[src/rtl/core/deq_pkg.sv]
// Shared types and defaults for the double-ended queue.
package deq_pkg;

	localparam int DEPTH_DEF      = 16;
	localparam int DATA_WIDTH_DEF = 32;

	typedef enum logic [1:0] {
		ACT_PUSH_BACK  = 2'd0,
		ACT_PUSH_FRONT = 2'd1,
		ACT_POP_FRONT  = 2'd2,
		ACT_POP_BACK   = 2'd3
	} action_t;

	// One-hot update command broadcast to every cell; all low when nothing changes.
	typedef struct packed {
		logic push_back;
		logic push_front;
		logic pop_front;
		logic pop_back;
	} cell_ctrl_t;

endpackage

[src/rtl/core/double_ended_queue_top.sv]
// Double-ended queue built as a row of shifting storage cells.
// A request is taken at a clock edge with start high and busy low; its result
// (ok, data_out, count_after) is registered at that edge and shown while done
// is high for a single cycle; the receiver cannot hold it off. Entries sit
// packed in the cell row with the front in cell 0, so pushes and pops at the
// front shift the whole row together and pushes and pops at the back touch
// only the one cell at the end of the occupied run. The back word reaches the
// output through a registered line that moves it one cell per cycle toward
// cell 0. Busy is loaded with the entry count after each request and counts
// down to zero; requests are taken only while it is low, so they can follow
// back to back with the queue empty. No clearing pass is needed after reset.
module double_ended_queue_top import deq_pkg::*; #(
	parameter int DEPTH      = DEPTH_DEF,
	parameter int DATA_WIDTH = DATA_WIDTH_DEF,
	localparam int CNT_W     = $clog2(DEPTH + 1)
) (
	input  logic                  clk,
	input  logic                  arst_n,
	input  logic                  start,
	output logic                  busy,
	input  logic [1:0]            action,
	input  logic [DATA_WIDTH-1:0] data_in,
	output logic                  done,
	output logic                  ok,
	output logic [DATA_WIDTH-1:0] data_out,
	output logic [CNT_W-1:0]      count_after
);

	action_t               act;
	cell_ctrl_t            ctrl;
	logic                  accept;
	logic                  full;
	logic                  empty;
	logic                  ok_c;
	logic [CNT_W-1:0]      count_q;
	logic [CNT_W-1:0]      count_next;
	logic [CNT_W-1:0]      settle_q;
	logic                  done_q;
	logic                  ok_q;
	logic [DATA_WIDTH-1:0] data_out_q;
	logic [DATA_WIDTH-1:0] pop_word;

	logic [DEPTH-1:0]                 valid;
	logic [DEPTH-1:0][DATA_WIDTH-1:0] data;
	logic [DEPTH-1:0][DATA_WIDTH-1:0] tail;

	assign act    = action_t'(action);
	assign full   = (count_q == CNT_W'(DEPTH));
	assign empty  = (count_q == '0);
	assign busy   = (settle_q != '0);
	assign accept = start & ~busy;

	always_comb begin
		unique case (act)
			ACT_PUSH_BACK, ACT_PUSH_FRONT: ok_c = ~full;
			ACT_POP_FRONT, ACT_POP_BACK:   ok_c = ~empty;
			default:                       ok_c = 1'b0;
		endcase
	end

	always_comb begin
		ctrl            = '0;
		ctrl.push_back  = accept & ok_c & (act == ACT_PUSH_BACK);
		ctrl.push_front = accept & ok_c & (act == ACT_PUSH_FRONT);
		ctrl.pop_front  = accept & ok_c & (act == ACT_POP_FRONT);
		ctrl.pop_back   = accept & ok_c & (act == ACT_POP_BACK);
	end

	always_comb begin
		count_next = count_q;
		if (ctrl.push_back || ctrl.push_front) begin
			count_next = count_q + CNT_W'(1);
		end else if (ctrl.pop_front || ctrl.pop_back) begin
			count_next = count_q - CNT_W'(1);
		end
	end

	always_comb begin
		pop_word = '0;
		if (ctrl.pop_front) begin
			pop_word = data[0];
		end else if (ctrl.pop_back) begin
			pop_word = tail[0];
		end
	end

	genvar i;
	generate
		for (i = 0; i < DEPTH; i++) begin : g_cell
			logic                  lv;
			logic [DATA_WIDTH-1:0] ld;
			logic                  rv;
			logic [DATA_WIDTH-1:0] rd;
			logic [DATA_WIDTH-1:0] ti;

			if (i == 0) begin : g_first
				assign lv = 1'b1;
				assign ld = data_in;
			end else begin : g_inner_l
				assign lv = valid[i-1];
				assign ld = data[i-1];
			end

			if (i == DEPTH - 1) begin : g_last
				assign rv = 1'b0;
				assign rd = '0;
				assign ti = '0;
			end else begin : g_inner_r
				assign rv = valid[i+1];
				assign rd = data[i+1];
				assign ti = tail[i+1];
			end

			deq_cell #(
				.DATA_WIDTH(DATA_WIDTH)
			) u_cell (
				.clk        (clk),
				.arst_n     (arst_n),
				.ctrl       (ctrl),
				.word       (data_in),
				.left_valid (lv),
				.left_data  (ld),
				.right_valid(rv),
				.right_data (rd),
				.tail_in    (ti),
				.valid      (valid[i]),
				.data       (data[i]),
				.tail       (tail[i])
			);
		end
	endgenerate

	always_ff @(posedge clk or negedge arst_n) begin
		if (!arst_n) begin
			count_q  <= '0;
			settle_q <= '0;
			done_q   <= 1'b0;
			ok_q     <= 1'b0;
		end else begin
			done_q <= accept;
			if (accept) begin
				count_q  <= count_next;
				settle_q <= count_next;
				ok_q     <= ok_c;
			end else if (busy) begin
				settle_q <= settle_q - CNT_W'(1);
			end
		end
	end

	always_ff @(posedge clk) begin
		if (accept) begin
			data_out_q <= pop_word;
		end
	end

	assign done        = done_q;
	assign ok          = ok_q;
	assign data_out    = data_out_q;
	assign count_after = count_q;

	// occupied cells always match the entry count
	a_count_matches: assert property (@(posedge clk) disable iff (!arst_n)
		$countones(valid) == int'(count_q))
		else $error("cell occupancy differs from entry count");

	// entries stay packed toward cell 0
	a_packed: assert property (@(posedge clk) disable iff (!arst_n)
		(valid & (valid + DEPTH'(1))) == '0)
		else $error("gap in the occupied cell row");

	// a result follows only an accepted request
	a_done_after_req: assert property (@(posedge clk) disable iff (!arst_n)
		done |-> $past(start && !busy))
		else $error("result without request");

	// a refused request leaves the count alone
	a_refused_holds: assert property (@(posedge clk) disable iff (!arst_n)
		(accept && !ok_c) |=> (count_q == $past(count_q)))
		else $error("refused request changed the count");

	// the settle time never exceeds the count it was loaded from
	a_settle_bound: assert property (@(posedge clk) disable iff (!arst_n)
		settle_q <= count_q)
		else $error("settle counter beyond entry count");

endmodule

[src/rtl/core/deq_cell.sv]
// One storage cell of the queue row, with its stage of the back-entry line.
module deq_cell import deq_pkg::*; #(
	parameter int DATA_WIDTH = DATA_WIDTH_DEF
) (
	input  logic                  clk,
	input  logic                  arst_n,
	input  cell_ctrl_t            ctrl,
	input  logic [DATA_WIDTH-1:0] word,
	input  logic                  left_valid,
	input  logic [DATA_WIDTH-1:0] left_data,
	input  logic                  right_valid,
	input  logic [DATA_WIDTH-1:0] right_data,
	input  logic [DATA_WIDTH-1:0] tail_in,
	output logic                  valid,
	output logic [DATA_WIDTH-1:0] data,
	output logic [DATA_WIDTH-1:0] tail
);

	logic                  valid_q;
	logic [DATA_WIDTH-1:0] data_q;
	logic [DATA_WIDTH-1:0] tail_q;
	logic                  is_back;
	logic                  is_slot;

	// back entry: occupied with an empty right neighbor; slot: first empty cell
	assign is_back = valid_q & ~right_valid;
	assign is_slot = ~valid_q & left_valid;

	always_ff @(posedge clk or negedge arst_n) begin
		if (!arst_n) begin
			valid_q <= 1'b0;
		end else begin
			priority if (ctrl.push_front) begin
				valid_q <= left_valid;
			end else if (ctrl.pop_front) begin
				valid_q <= right_valid;
			end else if (ctrl.push_back && is_slot) begin
				valid_q <= 1'b1;
			end else if (ctrl.pop_back && is_back) begin
				valid_q <= 1'b0;
			end else begin
				valid_q <= valid_q;
			end
		end
	end

	always_ff @(posedge clk) begin
		priority if (ctrl.push_front) begin
			data_q <= left_data;
		end else if (ctrl.pop_front) begin
			data_q <= right_data;
		end else if (ctrl.push_back && is_slot) begin
			data_q <= word;
		end else begin
			data_q <= data_q;
		end
	end

	// back word travels one cell toward the front each cycle
	always_ff @(posedge clk) begin
		tail_q <= is_back ? data_q : tail_in;
	end

	assign valid = valid_q;
	assign data  = data_q;
	assign tail  = tail_q;

endmodule

[config.mk]
export PLATFORM = sky130hd
export DESIGN_NAME = double_ended_queue_top
export DESIGN_NICKNAME = d
export VERILOG_FILES = /design/src/rtl/core/deq_pkg.sv /design/src/rtl/core/double_ended_queue_top.sv /design/src/rtl/core/deq_cell.sv
export SDC_FILE = /design/constraint.sdc
export NUM_CORES = 2
export LEC_CHECK = 0
export BUFFER_PORTS_ARGS = -buffer_cell sky130_fd_sc_hd__buf_2
export CORE_ASPECT_RATIO = 1.5
export CORE_MARGIN = 2
export CORE_UTILIZATION = 27
export DETAILED_ROUTE_END_ITERATION = 7
export GPL_ROUTABILITY_DRIVEN = 0
export HOLD_SLACK_MARGIN = 0.15
export SKIP_LAST_GASP = 1
export SYNTH_ARGS = -nofsm -noshare
export SYNTH_HDL_FRONTEND = slang
export SYNTH_SLANG_ARGS = --single-unit
[constraint.sdc]
create_clock -name clk -period 5.74 [get_ports clk]
set_input_delay 1.148 -clock clk [delete_from_list [all_inputs] [get_ports clk]]
set_output_delay 1.148 -clock clk [all_outputs]
set_load 0.01 [all_outputs]
# [Yosys cells after proc, flatten, opt, wreduce, memory -nomap -nowiden]
# Cells that the tools add are included.
[classes] n_addsub=3 n_eq_ne=4 shifts=0 n_mux=134 order_cmp=0 div=0 mul=0 bitwise=40 reduce_logical=72
[ops] cell="32-bit 2-to-1 mux" count=65
[ops] cell="1-bit 2-to-1 mux" count=64
[ops] cell="4-bit nonzero test" count=16
[ops] cell="3-bit nonzero test" count=16
[ops] cell="1-bit logical AND" count=32
[ops] cell="1-bit AND" count=21
[ops] cell="5-bit 2-to-1 mux" count=4
[ops] cell="1-bit inverter" count=19
[ops] cell="5-bit by 1-bit subtractor with 5-bit output, second input constant" count=2
[ops] cell="5-bit by 1-bit adder with 5-bit output, second input constant" count=1
[ops] cell="5-bit == test, second input constant" count=1
[ops] cell="5-bit zero test" count=1
[ops] cell="5-bit nonzero test" count=1
[ops] cell="2-bit == test, second input constant" count=2
[ops] cell="2-bit OR reduction" count=2
[ops] cell="2-bit by 1-bit == test with 1-bit output, second input constant" count=1
[ops] cell="2-bit zero test" count=1
[ops] cell="1-bit logical OR" count=2
[ops] cell="1-bit one-hot mux with 2 select lines" count=1
[ops] cell="2-bit nonzero test" count=1
[totals] output_inout_bits=40 regBits=1084 ram_bits=0 rom_bits=0 latch_bits=0 input_bits=37 n_memories=0

# [Longest topological paths before layout]
[logic_depth] depth_word=10 ltp_mapped=10 ltp_nobuf=7

# [Modules after synthesis]
# Synthesis repeated with hierarchy kept, for this count alone.
[unflattened] cells_unflattened=3674 area_unflattened_um2=48769.3
[by_module_without_submodules] module="deq_cell" cells_each=217 area_each_um2=2901.5 seq_area_each_um2=1626.6 n_inst=16
[by_module_without_submodules] module="double_ended_queue_top" cells_each=202 area_each_um2=2344.7 seq_area_each_um2=1261.2 n_inst=1

# [Least setup slack after synthesis]
# OpenSTA, ideal clock, no wires.
[synth_timing] path_kind="input to register" startpoint="input port action[1]" endpoint="register g_cell[0].u_cell.data_q[0], enable pin" path_stages=4 t_arrival_ps=3680 slack_ps=1628 required_ps=5308 n_path_buf=1 setup_time_ps=432 path_cell_list="xnor2_2 > o2111ai_1 > clkbuf_1 > a21oi_1"
[synth_between] elab_chain_cells=7 elab_cells_between_ends=13
[synth_lines] element="start, declared" line_no="double_ended_queue_top.sv:21" rtl="input logic [1:0] action,"
[synth_lines] element="2-bit == test, or another cell as far along" line_no="double_ended_queue_top.sv:54, double_ended_queue_top.sv:65"
[synth_lines] element="2-bit OR reduction" line_no="double_ended_queue_top.sv:54" rtl="unique case (act)"
[synth_lines] element="1-bit one-hot mux with 2 select lines" line_no="double_ended_queue_top.sv:54"
[synth_lines] element="1-bit AND" line_no="double_ended_queue_top.sv:63, double_ended_queue_top.sv:64, double_ended_queue_top.sv:65"
[synth_lines] element="1-bit AND" line_no="double_ended_queue_top.sv:63" rtl="ctrl.push_back = accept & ok_c & (act == ACT_PUSH_BACK);"
[synth_lines] element="1-bit logical AND" line_no="deq_cell.sv:52" rtl="end else if (ctrl.push_back && is_slot) begin"
[synth_lines] element="3-bit nonzero test (no source line) *"
[synth_lines] element="end signal, assigned" line_no="deq_cell.sv:51" rtl="data_q <= right_data;"
[synth_lines] element="end signal, assigned" line_no="deq_cell.sv:53" rtl="data_q <= word;"
[synth_lines] element="end signal, assigned" line_no="deq_cell.sv:55" rtl="data_q <= data_q;"
[synth_lines] element="end, declared" line_no="deq_cell.sv:20" rtl="logic [DATA_WIDTH-1:0] data_q;"
# Every way passes the cells marked *; elsewhere a longest branch is shown, timed or not.
# A chain may end at the register's enable or synchronous reset.

# [Worst setup path in the final report]
[layout_timing] startpoint="input port action[1]" endpoint="register g_cell[11].u_cell.data_q[20], enable pin"
[layout_between] elab_chain_cells=7 elab_cells_between_ends=13
[layout_lines] element="2-bit == test, or another cell as far along" line_no="double_ended_queue_top.sv:54, double_ended_queue_top.sv:65"
[layout_lines] element="2-bit OR reduction" line_no="double_ended_queue_top.sv:54"
[layout_lines] element="1-bit one-hot mux with 2 select lines" line_no="double_ended_queue_top.sv:54"
[layout_lines] element="1-bit AND" line_no="double_ended_queue_top.sv:63, double_ended_queue_top.sv:64, double_ended_queue_top.sv:65"
[layout_lines] element="1-bit AND" line_no="double_ended_queue_top.sv:63"
[layout_lines] element="1-bit logical AND" line_no="deq_cell.sv:52"
[layout_lines] element="3-bit nonzero test (no source line) *"
[layout_lines] element="end signal, assigned" line_no="deq_cell.sv:51"
[layout_lines] element="end signal, assigned" line_no="deq_cell.sv:53"
[layout_lines] element="end signal, assigned" line_no="deq_cell.sv:55"
[layout_lines] element="end, declared" line_no="deq_cell.sv:20"
# Marks and branches as above.

==> results_dict.tcl <==
set metrics [dict create \
    grt_overflow_total 0 \
    fillCellCount 14700 \
    critPathMaxStageDelay_ps 970 \
    core_area_um2 150000 \
    synth_cell_types 53 \
    post-dp-hpwl_um 56600 \
    htree_levels 3 \
    crit_fanout 31 \
    cts_root_buf "clkbuf_16" \
    wirelength_um 99500 \
    routed_via_density 5.15 \
    period_share_pct 66.0 \
    fin_tns_setup_ps 0 \
    synth_cells 2589 \
    reg2reg_slack_ps 2140 \
    ys_async_sr_fraction_pct 2.58 \
    wl_per_cell_um 21.8 \
    layout_common_cells "544 x edfxtp_1, 512 x mux2_2, 512 x dfxtp_1, 448 x a221o_1, 87 x clkbuf_16" \
    worstSetupStartpointType "primary input" \
    p_leak_nw 16.8 \
    status "finished, final reports clean" \
    switchingPower_mw 4.37 \
    grt.total_usage_pct 12.7 \
    syn_area_um2 40800 \
    fin_ws_ps 1950 \
    cp_top_family "compound AO/OA/AOI/OAI gates" \
    slew_headroom_pct 16.0 \
    cp.required_ps 6050 \
    fin_nets 2594 \
    clkTransAtPathRegs_ps 70 \
    regArea_um2 27300 \
    p_sw_share_pct 23.9 \
    path_cells "buf_2 > xnor2_2 > o2111ai_4 > a21oi_4 > buf_4" \
    avgSynthCellArea_um2 15.8 \
    start_util_pct 27.2 \
    multi_input_area_um2 12500 \
    hold_buffers 0 \
    layout-drive-gt1-share_pct 31.1 \
    synth-xor-area-share_pct 0.169 \
    clock_power_share_pct 32.4 \
    drt_iter0_markers 2066 \
    vdd_drop_max_v 0.000254 \
    yosys.area_share.simple_pct 1.82 \
    die_h_um 480 \
    synth-adder-area-share_pct 0.123 \
    intPower_mw 13.9 \
    hold_path.class "reg2reg" \
    synthMuxAreaShare_pct 14.2 \
    numPortBuffers 76 \
    ys.flop_type "edfxtp_1" \
    hold_viol 0 \
    dieArea_um2 154000 \
    synth_compound_area_share_pct 13.6 \
    ctsResizeCount 0 \
    crit_buf_inv 2 \
    critPathArrivalTime_ps 4100 \
    post_cts_buffers 0 \
    cts_buffers 87 \
    clock_latency_ps 660 \
    path_class "in2reg" \
    final_common_cell "edfxtp_1" \
    top_layer "met4" \
    yosysWarnings 0 \
    die_x_um 321 \
    comb_power_share_pct 13.6 \
    io_pins 77 \
    fmax_ghz 0.264 \
    grt_pass1_vias 23700 \
    fin_worst_skew_ps 32.1 \
    slew_viol_final 0 \
    synth_seq_area_share_pct 66.9 \
    crit_path_end_kind "flip-flop" \
    cp_slowest_cell "a21oi_4" \
    fin_hold_ws_ps 436 \
    synth_nets 2630 \
    p_per_area_nw_per_um2 398 \
    areaGrowthSynthToFinish_pct 12.4 \
    finalSetupViolCount 0 \
    worstMarginPinSlew_ps 1260 \
    wl_met3_um 4230 \
    grt_pass1_wl_um 151000 \
    dr.pass1.iters 5 \
    pre_cts_slack_ps 1240 \
    drc 0 \
    cts_tree "yes" \
    antenna_found_initial 1 \
    rows 174 \
    grt_max_degree 81 \
    synth_top_family_by_area "multiplexers" \
    drv_cap 0 \
    num_vias 23500 \
    synth_seq_cells 1084 \
    report.power.total_mw 18.2 \
    ant_nets 0 \
    synth_edf_count 544 \
    drt-met1-wl_um 37900 \
    grt_setup_unrepaired "no" \
    fin_crit_ps 3790 \
    power_frac_seq_pct 54.0 \
    cts_sinks 1084 \
    route.met2.wl_um 54400 \
    cts_buffer_depth 3 \
]
==> stage by stage <==
stage	utilization (%)	area (µm²)	instances
after global routing	30.6	45900	4559
final	30.6	45900	4559
after floorplan	-	40800	2589
after CTS	30.6	45800	4558
after global placement	28.8	43100	4400
after detailed placement	28.8	43100	4400
==> cell families (layout without fill, tap and decap cells) <==
kind of cell / Yosys count / in the layout
mux: 513 / 513
flops: 1084 / 1084
fa+ha+maj: 4 / 4
compound gates: 586 / 586
other cells: 0 / 1
simple gates: 128 / 128
xor+xnor: 7 / 7
buf+inv: 267 / 300
==> sequential cells by signal (all words and copies together), names as in the netlist <==
name,count
g_cell.u_cell.tail,512
ok,1
g_cell.u_cell.data,512
count_after,5
settle_q,5
data_out,32
g_cell.u_cell.valid,16
done,1
==> final timing paths <==
path,start,endpoint,depth (start not counted)
worst max-delay path,action[1],g_cell[11].u_cell.data[20]$_DFFE_PP_,5
worst min-delay path,g_cell[15].u_cell.tail[10]$_SDFF_PN0_,g_cell[14].u_cell.tail[10]$_DFF_P_,1
worst max register to register,count_after[0]$_DFFE_PN0P_,g_cell[11].u_cell.data[20]$_DFFE_PP_,6
worst min register to register,g_cell[15].u_cell.tail[10]$_SDFF_PN0_,g_cell[14].u_cell.tail[10]$_DFF_P_,1
max in group asynchronous,arst_n,count_after[2]$_DFFE_PN0P_,1
min in group asynchronous,arst_n,settle_q[4]$_DFFE_PN0P_,1
==> cell usage after synthesis (28+ instances only) <==
master    instances  share of area, %
a22o_1           32              0.69
a221o_1         448                11
dfrtp_1          28               1.7
buf_2            67              0.82
dfxtp_1         512                25
buf_6            32              0.88
edfxtp_1        544                40
and2_1           32              0.49
mux2_2          512                14
and3_1           33              0.51
clkbuf_1        147               1.4
a21o_1           31              0.57
==> cell type report <==
type | instances | area share [%]
clock inverter | 44 | 0.868
tap | 1936 | 5.28
sequential | 1084 | 59.5
multi-input combinational | 1238 | 27.2
clock buffer | 114 | 5.06
inverter | 7 | 0.0573
timing repair buffer | 135 | 2.04
antenna | 1 | 0.00546
==> per-layer routing <==
metal / GRT usage (%) / up-vias
li1: - / 10300
met1: 14.5 / 12300
met2: 24.1 / 719
met3: 1.63 / 153
met4: 4.41 / 0
met5: 0 / -
==> power by group through the flow <==
stage          Clock (mW)  Combinational, mW  Sequential [mW]
2_1_floorplan           0               1.93             9.87
3_3_place_gp            0               2.46             9.99
3_5_place_dp            0               2.51             10.0
4_1_cts              6.06               2.52             9.85
5_1_grt              6.32               2.69             9.97
6_report             5.91               2.49             9.85
(Power assumes the default switching activity.)
